$ cat src/design/rpn_stack_calculator_core_defines.svh
// Assertion macros shared by the RPN stack calculator RTL.
// Included by modules that carry concurrent checks; needs no other file.
`ifndef RPN_STACK_CALCULATOR_CORE_DEFINES_SVH
`define RPN_STACK_CALCULATOR_CORE_DEFINES_SVH

// Check that post holds in the same cycle as pre.
`define RSC_ASSERT_NOW(label, clk, rst_n, pre, post) \
    label: assert property (@(posedge clk) disable iff (!rst_n) (pre) |-> (post)) \
        else $error("rsc: same-cycle check failed");

// Check that post holds in the cycle after pre.
`define RSC_ASSERT_NEXT(label, clk, rst_n, pre, post) \
    label: assert property (@(posedge clk) disable iff (!rst_n) (pre) |=> (post)) \
        else $error("rsc: next-cycle check failed");

`endif

$ cat src/design/rsc_pkg.sv
`timescale 1ns / 1ps
// Shared types and constants of the RPN stack calculator.
// Used by rsc_cell, rsc_alu and rpn_stack_calculator_core; depends on nothing.
package rsc_pkg;

    localparam int STACK_DEPTH = 32;
    localparam int DEPTH_W     = $clog2(STACK_DEPTH + 1);
    localparam int DATA_W      = 32;
    localparam int KIND_W      = 4;
    localparam int STATUS_W    = 3;
    localparam int DIV_CNT_W   = $clog2(DATA_W + 1);

    typedef enum logic [KIND_W-1:0] {
        KIND_PUSH    = 4'd0,
        KIND_PTOP    = 4'd1,
        KIND_PALL    = 4'd2,
        KIND_ADD     = 4'd3,
        KIND_SUB     = 4'd4,
        KIND_MUL     = 4'd5,
        KIND_DIV     = 4'd6,
        KIND_CLEAR   = 4'd7,
        KIND_UNKNOWN = 4'd8
    } kind_t;

    typedef enum logic [STATUS_W-1:0] {
        STAT_VALUE   = 3'd0,
        STAT_EMPTY   = 3'd1,
        STAT_UNKNOWN = 3'd2,
        STAT_DIVZERO = 3'd3,
        STAT_FULL    = 3'd4
    } status_t;

    typedef enum logic [1:0] {
        ALU_ADD = 2'd0,
        ALU_SUB = 2'd1,
        ALU_MUL = 2'd2,
        ALU_DIV = 2'd3
    } alu_op_t;

    // Cell moves: hold, shift toward the bottom (push), shift toward the top
    typedef enum logic [1:0] {
        CELL_HOLD = 2'd0,
        CELL_DOWN = 2'd1,
        CELL_UP   = 2'd2
    } cell_op_t;

    typedef struct packed {
        cell_op_t op;
        logic     bottom;   // this cell is the lowest live entry during a rotate
    } cell_ctrl_t;

    typedef struct packed {
        logic    start;
        alu_op_t op;
    } alu_req_t;

endpackage

$ cat src/design/rpn_stack_calculator_core.sv
// Push and clear act in the idle state; add, sub, mul and div pop once the ALU is done,
// div after the one-bit-per-cycle divider; print-top and errors go through the emit state.
// Print-all gives one word per cycle while the output is free, one step of the cell rotate.
// Throughput: one token at a time; the next token is taken once the current one is done.
// Reset (aresetn low, synchronous): stack empty, output idle; cell contents are not cleared.
`timescale 1ns / 1ps
// Top level: token decoder, control sequencer, row of stack cells and output register.
// Depends on rsc_pkg, rsc_cell, rsc_alu and rpn_stack_calculator_core_defines.svh.
`include "rpn_stack_calculator_core_defines.svh"
module rpn_stack_calculator_core (
    input  logic        aclk,
    input  logic        aresetn,
    input  logic        s_tvalid,
    output logic        s_tready,
    input  logic [31:0] s_tdata,    // [31:0] number
    input  logic [3:0]  s_tuser,    // [3:0] kind
    output logic        m_tvalid,
    input  logic        m_tready,
    output logic [31:0] m_tdata,    // [31:0] value
    output logic [2:0]  m_tuser,    // [2:0] status
    output logic        m_tlast
);

    localparam int N  = rsc_pkg::STACK_DEPTH;
    localparam int DW = rsc_pkg::DEPTH_W;
    localparam int W  = rsc_pkg::DATA_W;

    typedef enum logic [3:0] {
        ST_IDLE  = 4'b0001,
        ST_ARITH = 4'b0010,
        ST_EMIT  = 4'b0100,
        ST_WALK  = 4'b1000
    } state_t;

    state_t            state_reg, state_next;
    logic [DW-1:0]     depth_reg, depth_next;
    logic [DW-1:0]     remain_reg, remain_next;
    rsc_pkg::status_t  pend_reg, pend_next;

    logic              out_valid_reg;
    logic [W-1:0]      out_data_reg;
    rsc_pkg::status_t  out_status_reg;
    logic              out_last_reg;

    logic              out_free;
    logic              out_load;
    logic [W-1:0]      load_data;
    rsc_pkg::status_t  load_status;
    logic              load_last;

    rsc_pkg::cell_op_t   cell_op;
    rsc_pkg::cell_ctrl_t cell_ctrl [N];
    logic [W-1:0]        cell_q [N];
    logic [W-1:0]        top_below;

    rsc_pkg::alu_req_t alu_req;
    rsc_pkg::alu_op_t  alu_op;
    logic              alu_done;
    logic [W-1:0]      alu_result;
    rsc_pkg::kind_t    kind;

    assign kind     = rsc_pkg::kind_t'(s_tuser);
    assign s_tready = (state_reg == ST_IDLE);
    assign out_free = !out_valid_reg || m_tready;

    // Map the token kind to the ALU operation
    always_comb begin
        case (kind)
            rsc_pkg::KIND_ADD: alu_op = rsc_pkg::ALU_ADD;
            rsc_pkg::KIND_SUB: alu_op = rsc_pkg::ALU_SUB;
            rsc_pkg::KIND_MUL: alu_op = rsc_pkg::ALU_MUL;
            default:           alu_op = rsc_pkg::ALU_DIV;
        endcase
    end

    // Sequencer: decode a token, then run its arithmetic, result or print walk
    always_comb begin
        state_next  = state_reg;
        depth_next  = depth_reg;
        remain_next = remain_reg;
        pend_next   = pend_reg;
        cell_op     = rsc_pkg::CELL_HOLD;
        alu_req     = '{start: 1'b0, op: alu_op};
        out_load    = 1'b0;
        load_data   = '0;
        load_status = rsc_pkg::STAT_VALUE;
        load_last   = 1'b1;
        case (state_reg)
            ST_IDLE: begin
                if (s_tvalid) begin
                    case (kind)
                        rsc_pkg::KIND_PUSH: begin
                            if (depth_reg == DW'(N)) begin
                                pend_next  = rsc_pkg::STAT_FULL;
                                state_next = ST_EMIT;
                            end else begin
                                cell_op    = rsc_pkg::CELL_DOWN;
                                depth_next = depth_reg + 1'b1;
                            end
                        end
                        rsc_pkg::KIND_PTOP: begin
                            pend_next  = (depth_reg == '0) ? rsc_pkg::STAT_EMPTY
                                                           : rsc_pkg::STAT_VALUE;
                            state_next = ST_EMIT;
                        end
                        rsc_pkg::KIND_PALL: begin
                            if (depth_reg == '0) begin
                                pend_next  = rsc_pkg::STAT_EMPTY;
                                state_next = ST_EMIT;
                            end else begin
                                remain_next = depth_reg;
                                state_next  = ST_WALK;
                            end
                        end
                        rsc_pkg::KIND_ADD, rsc_pkg::KIND_SUB,
                        rsc_pkg::KIND_MUL, rsc_pkg::KIND_DIV: begin
                            if (depth_reg < DW'(2)) begin
                                pend_next  = rsc_pkg::STAT_EMPTY;
                                state_next = ST_EMIT;
                            end else if ((kind == rsc_pkg::KIND_DIV) && (cell_q[0] == '0)) begin
                                pend_next  = rsc_pkg::STAT_DIVZERO;
                                state_next = ST_EMIT;
                            end else begin
                                alu_req.start = 1'b1;
                                state_next    = ST_ARITH;
                            end
                        end
                        rsc_pkg::KIND_CLEAR: begin
                            depth_next = '0;
                        end
                        default: begin
                            pend_next  = rsc_pkg::STAT_UNKNOWN;
                            state_next = ST_EMIT;
                        end
                    endcase
                end
            end
            ST_ARITH: begin
                // Pop both operands and push the result in one shift
                if (alu_done) begin
                    cell_op    = rsc_pkg::CELL_UP;
                    depth_next = depth_reg - 1'b1;
                    state_next = ST_IDLE;
                end
            end
            ST_EMIT: begin
                if (out_free) begin
                    out_load    = 1'b1;
                    load_status = pend_reg;
                    load_data   = (pend_reg == rsc_pkg::STAT_VALUE) ? cell_q[0] : '0;
                    state_next  = ST_IDLE;
                end
            end
            ST_WALK: begin
                // Send the top word and rotate the live entries by one
                if (out_free) begin
                    out_load    = 1'b1;
                    load_data   = cell_q[0];
                    load_last   = (remain_reg == DW'(1));
                    cell_op     = rsc_pkg::CELL_UP;
                    remain_next = remain_reg - 1'b1;
                    if (remain_reg == DW'(1)) begin
                        state_next = ST_IDLE;
                    end
                end
            end
            default: begin
                state_next = ST_IDLE;
            end
        endcase
    end

    always_ff @(posedge aclk) begin
        if (!aresetn) begin
            state_reg <= ST_IDLE;
            depth_reg <= '0;
        end else begin
            state_reg <= state_next;
            depth_reg <= depth_next;
        end
    end

    always_ff @(posedge aclk) begin
        remain_reg <= remain_next;
        pend_reg   <= pend_next;
    end

    // Output register: load a word when free, drop valid once taken
    always_ff @(posedge aclk) begin
        if (!aresetn) begin
            out_valid_reg <= 1'b0;
        end else if (out_load) begin
            out_valid_reg <= 1'b1;
        end else if (m_tready) begin
            out_valid_reg <= 1'b0;
        end
    end

    always_ff @(posedge aclk) begin
        if (out_load) begin
            out_data_reg   <= load_data;
            out_status_reg <= load_status;
            out_last_reg   <= load_last;
        end
    end

    assign m_tvalid = out_valid_reg;
    assign m_tdata  = out_data_reg;
    assign m_tuser  = out_status_reg;
    assign m_tlast  = out_last_reg;

    // The top cell takes the ALU result when arithmetic pops
    assign top_below = (state_reg == ST_ARITH) ? alu_result : cell_q[1];

    // Row of stack cells, top entry in cell 0
    for (genvar gi = 0; gi < N; gi++) begin : g_cell
        assign cell_ctrl[gi] = '{
            op:     cell_op,
            bottom: (state_reg == ST_WALK) && (DW'(gi + 1) == depth_reg)
        };
        if (gi == 0) begin : g_top
            rsc_cell u_cell (
                .aclk   (aclk),
                .ctrl   (cell_ctrl[gi]),
                .above  (s_tdata),
                .below  (top_below),
                .wrap   (cell_q[0]),
                .data_q (cell_q[gi])
            );
        end else if (gi == N - 1) begin : g_last
            rsc_cell u_cell (
                .aclk   (aclk),
                .ctrl   (cell_ctrl[gi]),
                .above  (cell_q[gi-1]),
                .below  (cell_q[0]),
                .wrap   (cell_q[0]),
                .data_q (cell_q[gi])
            );
        end else begin : g_mid
            rsc_cell u_cell (
                .aclk   (aclk),
                .ctrl   (cell_ctrl[gi]),
                .above  (cell_q[gi-1]),
                .below  (cell_q[gi+1]),
                .wrap   (cell_q[0]),
                .data_q (cell_q[gi])
            );
        end
    end

    rsc_alu u_alu (
        .aclk    (aclk),
        .aresetn (aresetn),
        .req     (alu_req),
        .opa     (cell_q[1]),
        .opb     (cell_q[0]),
        .done    (alu_done),
        .result  (alu_result)
    );

    `RSC_ASSERT_NOW(a_depth_bound, aclk, aresetn, 1'b1, depth_reg <= DW'(N))
    `RSC_ASSERT_NOW(a_done_in_arith, aclk, aresetn, alu_done, state_reg == ST_ARITH)
    `RSC_ASSERT_NEXT(a_walk_ends, aclk, aresetn, out_load && load_last, state_reg == ST_IDLE)
    `RSC_ASSERT_NEXT(a_push_grows, aclk, aresetn, s_tvalid && s_tready && (kind == rsc_pkg::KIND_PUSH) && (depth_reg != DW'(N)), depth_reg == $past(depth_reg) + 1'b1)

endmodule

$ cat src/design/rsc_cell.sv
`timescale 1ns / 1ps
// One stack cell: holds a single 32-bit entry and trades it with its neighbors.
// Depends on rsc_pkg.
module rsc_cell (
    input  logic                       aclk,
    input  rsc_pkg::cell_ctrl_t        ctrl,
    input  logic [rsc_pkg::DATA_W-1:0] above,   // neighbor nearer the top
    input  logic [rsc_pkg::DATA_W-1:0] below,   // neighbor nearer the bottom
    input  logic [rsc_pkg::DATA_W-1:0] wrap,    // top entry, taken by the bottom on rotate
    output logic [rsc_pkg::DATA_W-1:0] data_q
);

    logic [rsc_pkg::DATA_W-1:0] data_reg;
    logic [rsc_pkg::DATA_W-1:0] data_next;

    // Select the next entry from the requested move
    always_comb begin
        case (ctrl.op)
            rsc_pkg::CELL_HOLD: data_next = data_reg;
            rsc_pkg::CELL_DOWN: data_next = above;
            rsc_pkg::CELL_UP:   data_next = ctrl.bottom ? wrap : below;
            default:            data_next = data_reg;
        endcase
    end

    // Hold the entry; contents are undefined until written
    always_ff @(posedge aclk) begin
        data_reg <= data_next;
    end

    assign data_q = data_reg;

endmodule

$ cat src/design/rsc_alu.sv
`timescale 1ns / 1ps
// Arithmetic unit: registered add, sub and mul, and a bit-serial restoring signed divide.
// Depends on rsc_pkg and rpn_stack_calculator_core_defines.svh.
`include "rpn_stack_calculator_core_defines.svh"
module rsc_alu (
    input  logic                       aclk,
    input  logic                       aresetn,
    input  rsc_pkg::alu_req_t          req,
    input  logic [rsc_pkg::DATA_W-1:0] opa,     // second entry (s)
    input  logic [rsc_pkg::DATA_W-1:0] opb,     // top entry (t)
    output logic                       done,
    output logic [rsc_pkg::DATA_W-1:0] result
);

    localparam int W         = rsc_pkg::DATA_W;
    localparam int DIV_CNT_W = rsc_pkg::DIV_CNT_W;

    logic                 busy_reg, busy_next;
    logic                 done_reg, done_next;
    logic [DIV_CNT_W-1:0] cnt_reg;
    logic [W-1:0]         quo_reg;
    logic [W-1:0]         rem_reg;
    logic [W-1:0]         dvs_reg;
    logic                 neg_reg;
    logic [W-1:0]         result_reg;

    logic [W-1:0]   opa_mag;
    logic [W-1:0]   opb_mag;
    logic [2*W-1:0] product;
    logic [W-1:0]   rem_shift;
    logic [W:0]     diff;

    assign opa_mag   = opa[W-1] ? (~opa + 1'b1) : opa;
    assign opb_mag   = opb[W-1] ? (~opb + 1'b1) : opb;
    assign product   = opa * opb;
    assign rem_shift = {rem_reg[W-2:0], quo_reg[W-1]};
    assign diff      = {1'b0, rem_shift} - {1'b0, dvs_reg};

    // Control: busy across the divide, done pulses once per request
    always_comb begin
        busy_next = busy_reg;
        done_next = 1'b0;
        if (req.start) begin
            if (req.op == rsc_pkg::ALU_DIV) begin
                busy_next = 1'b1;
            end else begin
                done_next = 1'b1;
            end
        end else if (busy_reg && (cnt_reg == '0)) begin
            busy_next = 1'b0;
            done_next = 1'b1;
        end
    end

    always_ff @(posedge aclk) begin
        if (!aresetn) begin
            busy_reg <= 1'b0;
            done_reg <= 1'b0;
        end else begin
            busy_reg <= busy_next;
            done_reg <= done_next;
        end
    end

    // Datapath: add, sub and mul registered directly, or one quotient bit per cycle
    always_ff @(posedge aclk) begin
        if (req.start) begin
            case (req.op)
                rsc_pkg::ALU_ADD: result_reg <= opa + opb;
                rsc_pkg::ALU_SUB: result_reg <= opa - opb;
                rsc_pkg::ALU_MUL: result_reg <= product[W-1:0];
                rsc_pkg::ALU_DIV: begin
                    quo_reg <= opa_mag;
                    rem_reg <= '0;
                    dvs_reg <= opb_mag;
                    neg_reg <= opa[W-1] ^ opb[W-1];
                    cnt_reg <= DIV_CNT_W'(W);
                end
                default: result_reg <= result_reg;
            endcase
        end else if (busy_reg) begin
            if (cnt_reg != '0) begin
                if (!diff[W]) begin
                    rem_reg <= diff[W-1:0];
                    quo_reg <= {quo_reg[W-2:0], 1'b1};
                end else begin
                    rem_reg <= rem_shift;
                    quo_reg <= {quo_reg[W-2:0], 1'b0};
                end
                cnt_reg <= cnt_reg - 1'b1;
            end else begin
                // Apply the sign; most negative / -1 wraps by itself
                result_reg <= neg_reg ? (~quo_reg + 1'b1) : quo_reg;
            end
        end
    end

    assign done   = done_reg;
    assign result = result_reg;

    `RSC_ASSERT_NEXT(a_done_pulse, aclk, aresetn, done_reg, !done_reg)
    `RSC_ASSERT_NEXT(a_div_busy, aclk, aresetn, req.start && (req.op == rsc_pkg::ALU_DIV), busy_reg)
    `RSC_ASSERT_NOW(a_no_start_busy, aclk, aresetn, busy_reg, !req.start)

endmodule

$ cat config.mk
export PLATFORM = sky130hd
export DESIGN_NAME = rpn_stack_calculator_core
export DESIGN_NICKNAME = d
export VERILOG_FILES = /design/src/design/rsc_pkg.sv /design/src/design/rpn_stack_calculator_core.sv /design/src/design/rsc_cell.sv /design/src/design/rsc_alu.sv
export VERILOG_INCLUDE_DIRS = /design/src /design/src/design
export SDC_FILE = /design/constraint.sdc
export NUM_CORES = 2
export LEC_CHECK = 0
export BUFFER_PORTS_ARGS = -buffer_cell sky130_fd_sc_hd__buf_4
export CAP_MARGIN = 15
export CORE_ASPECT_RATIO = 2
export CORE_MARGIN = 3
export CORE_UTILIZATION = 59
export DETAILED_ROUTE_END_ITERATION = 8
export HOLD_SLACK_MARGIN = 0.02
export PLACE_DENSITY = 0.9
export SYNTH_ARGS = -nofsm -noshare
export SYNTH_HDL_FRONTEND = slang
export SYNTH_HIERARCHICAL = 1
export SYNTH_SLANG_ARGS = --single-unit
$ cat constraint.sdc
create_clock -name aclk -period 7.4 [get_ports aclk]
set_clock_uncertainty 0.1 [all_clocks]
set_input_delay 0.74 -clock aclk [delete_from_list [all_inputs] [get_ports aclk]]
set_output_delay 0.74 -clock aclk [all_outputs]
set_load 0.02 [all_outputs]
==> metrics.csv <==
metric;value;unit
area grow syn2layout;8.59;%
Setup Slack @ Placement;-0.359;ns
MaxCap Viol Count;0;
CTS clock-pin slew for the worst setup and hold paths;0.07;ns
vias in the first global route;68000;
Starting Density;59.5;%
status;complete, no violations;
Required @ worst endpoint;7.88;ns
most frequent cells in the layout;edfxtp_1, nor2_1, a21oi_1;
Synth Net Count;8608;
I/O pins;78;
Tightest Pin Transition;1.15;ns
CP dominant cell by count;fa_1;
grt ovf;0;
nature of the critical path startpoint;flop;
post-synthesis compound-gate area fraction;9.70;%
port buffer count;77;
DRC;0;
RSZ-0062 raised after global routing;yes;
crit path DAT;7.82;ns
share of layout cells above drive strength 1;10.7;%
Final setup viols;0;
slowest stage delay, CP;0.53;ns
gpl congestion;1.03;
Yosys warnings;6;
P per Cell Area;203;nW/µm²
post-route worst setup slack;0.0520;ns
syn avg cell area;10.6;µm²
CP top delay family;adder cells;
total power;18.5;mW
Leakage;33.5;nW
TritonCTS Buffers;103;
Yosys cell types;86;
Post-Route WL;290000;µm
1st-iter DRT viols;8549;
simple-gate share of the synthesized area;11.8;%
vias per cell;6.61;
wire length of the first global-routing pass;422000;µm
Max Freq;136;MHz
routed vias;66200;
CP max FO;7;
root buffer cell;clkbuf_16;
fin nets;8718;
hpwl dp;202000;µm
Finished Layout Cells;10000;
total track usage;38.5;%
worst vdd ir;0.273;mV
FF+latch count, synth;1216;
largest family of logic cells by synthesized area;adder cells;
Crit Path Class;flop to flop;
initial antenna violation count;14;
Die X;273;µm
H-tree levels;3;
Post-Synth XOR/XNOR Area;2.64;%
Core ar.;141000;µm²
Worst path slowest cell;fa_1;
worst skew pair latency;0.75;ns
ANT nets after route;0;
row count;195;
CTS hold repair buffers;0;
Pre-Repair DR Iteration Count;9;
mux cell area share after synthesis;12.2;%
Syn Inst Count;7927;
largest net degree at the start of global routing;147;
number of flip-flops in the largest register;960;
Max-slew headroom;23.2;%
Crit. End Element;flop;
Synth Cell Area;84000;µm²
Primary FF master, synth;edfxtp_1;
post-synthesis adder-cell area fraction;13.2;%
max-slew violations;0;
CTS tree;yes;
worst-case clock buffer depth;3;
Final Hold Fails;0;
worst path bufs/invs;9;
total die area;147000;µm²
Routed wire per std cell;28.9;µm
number of synthesized flops with an enable pin;1203;
min cycle time layout;7.35;ns
hold_ws;0.230;ns
asr flop ratio synth;0;%
most common cell after layout, fill and taps aside;edfxtp_1;
HP Class;primary input to flop;
register area share after synthesis;43.3;%
post-route clock period utilization;99.3;%
clk sinks;1216;
Die H;540;µm
DP Cell Count;9782;
## path summary, 6_finish.rpt
path | startpoint | to | slack, ns | cells past startpoint
setup / recovery | g_cell[0].g_top.u_cell/data_q[4]$_DFFE_PP_ | u_alu/result[28]$_DFFE_PP_ | 0.05 | 29
hold / removal | aresetn | state_reg[0]$_SDFFE_PN1P_ | 0.23 | 2
setup reg to reg | g_cell[0].g_top.u_cell/data_q[4]$_DFFE_PP_ | u_alu/result[28]$_DFFE_PP_ | 0.05 | 29
hold reg to reg | u_alu/busy_reg$_SDFFE_PN0P_ | u_alu/busy_reg$_SDFFE_PN0P_ | 0.47 | 2
## power breakdown
group | switching [mW] | internal (mW)
clock | 2.74 | 3.04
sequential | 0.0545 | 7.56
combinational | 2.71 | 2.40
## metrics by stage
stage	util [%]	setup TNS, ns	area (µm²)
finish	64.6	0	91300
floorplan	-	0	84200
CTS	64.3	-0.0264	90900
global route	64.6	-0.113	91200
detailed placement	61.7	-1.56	87100
global placement	61.7	-0.505	87100
## Yosys cell counts, types with 9 or more instances
cell	count	area share, %
buf_1	11	0.049
mux2i_1	1026	12
nand2b_1	28	0.21
clkbuf_1	265	1.2
and3_1	12	0.089
o21a_1	21	0.19
o41ai_1	15	0.16
nor2b_1	18	0.13
edfxtp_1	1203	43
buf_2	103	0.61
a211o_1	9	0.094
inv_1	502	2.2
nand3_1	28	0.17
buf_6	35	0.47
or4_1	15	0.13
nor4_1	17	0.13
o211ai_1	16	0.14
o21bai_1	9	0.080
a31oi_1	18	0.13
a21oi_1	1164	6.9
a211oi_1	24	0.21
xor2_1	106	1.1
nor3_1	26	0.15
nand4_1	9	0.067
xnor2_1	145	1.5
a21o_1	24	0.21
buf_12	96	2.3
or3_1	20	0.15
fa_1	410	9.8
nor2_1	1189	5.3
ha_1	231	3.4
buf_4	34	0.30
and2_1	347	2.6
o31ai_1	28	0.25
dfxtp_1	13	0.31
nand2_1	503	2.2
o21ai_0	105	0.63
## metal layers
metal,part of all wire [%],track usage (%),vias up
li1,-,-,27700
met1,30,38.9,31900
met2,49,66.1,4906
met3,9.5,8.48,1666
met4,11,34.5,6
met5,0.012,0,-
## cell families after synthesis
| logic type | after synthesis |
|---|---|
| simple gates | 2247 |
| fa+ha+maj | 642 |
| buf+inv | 1046 |
| compound gates | 1498 |
| xor+xnor | 252 |
| mux | 1026 |
| flops | 1216 |
## layout make-up
cell class | instances | area [µm²]
Fill cell | 10300 | 50000
Sequential cell | 1216 | 36400
Timing Repair Buffer | 549 | 4780
Inverter | 502 | 1880
Tap cell | 1871 | 2340
Antenna cell | 15 | 37.5
Clock inverter | 75 | 773
Multi-Input combinational cell | 5665 | 42400
Clock buffer | 118 | 2680
## timing repair
action / CTS / global route
gates resized for setup: 31 / 62
setup endpoints to repair: 10 / 13
pin swaps: 18 / 69
endpoints found under the hold margin: 0 / 0
cloned: 1 / 0
buffers inserted: 15 / 3
Note: power is estimated with default switching activity, not from simulation.
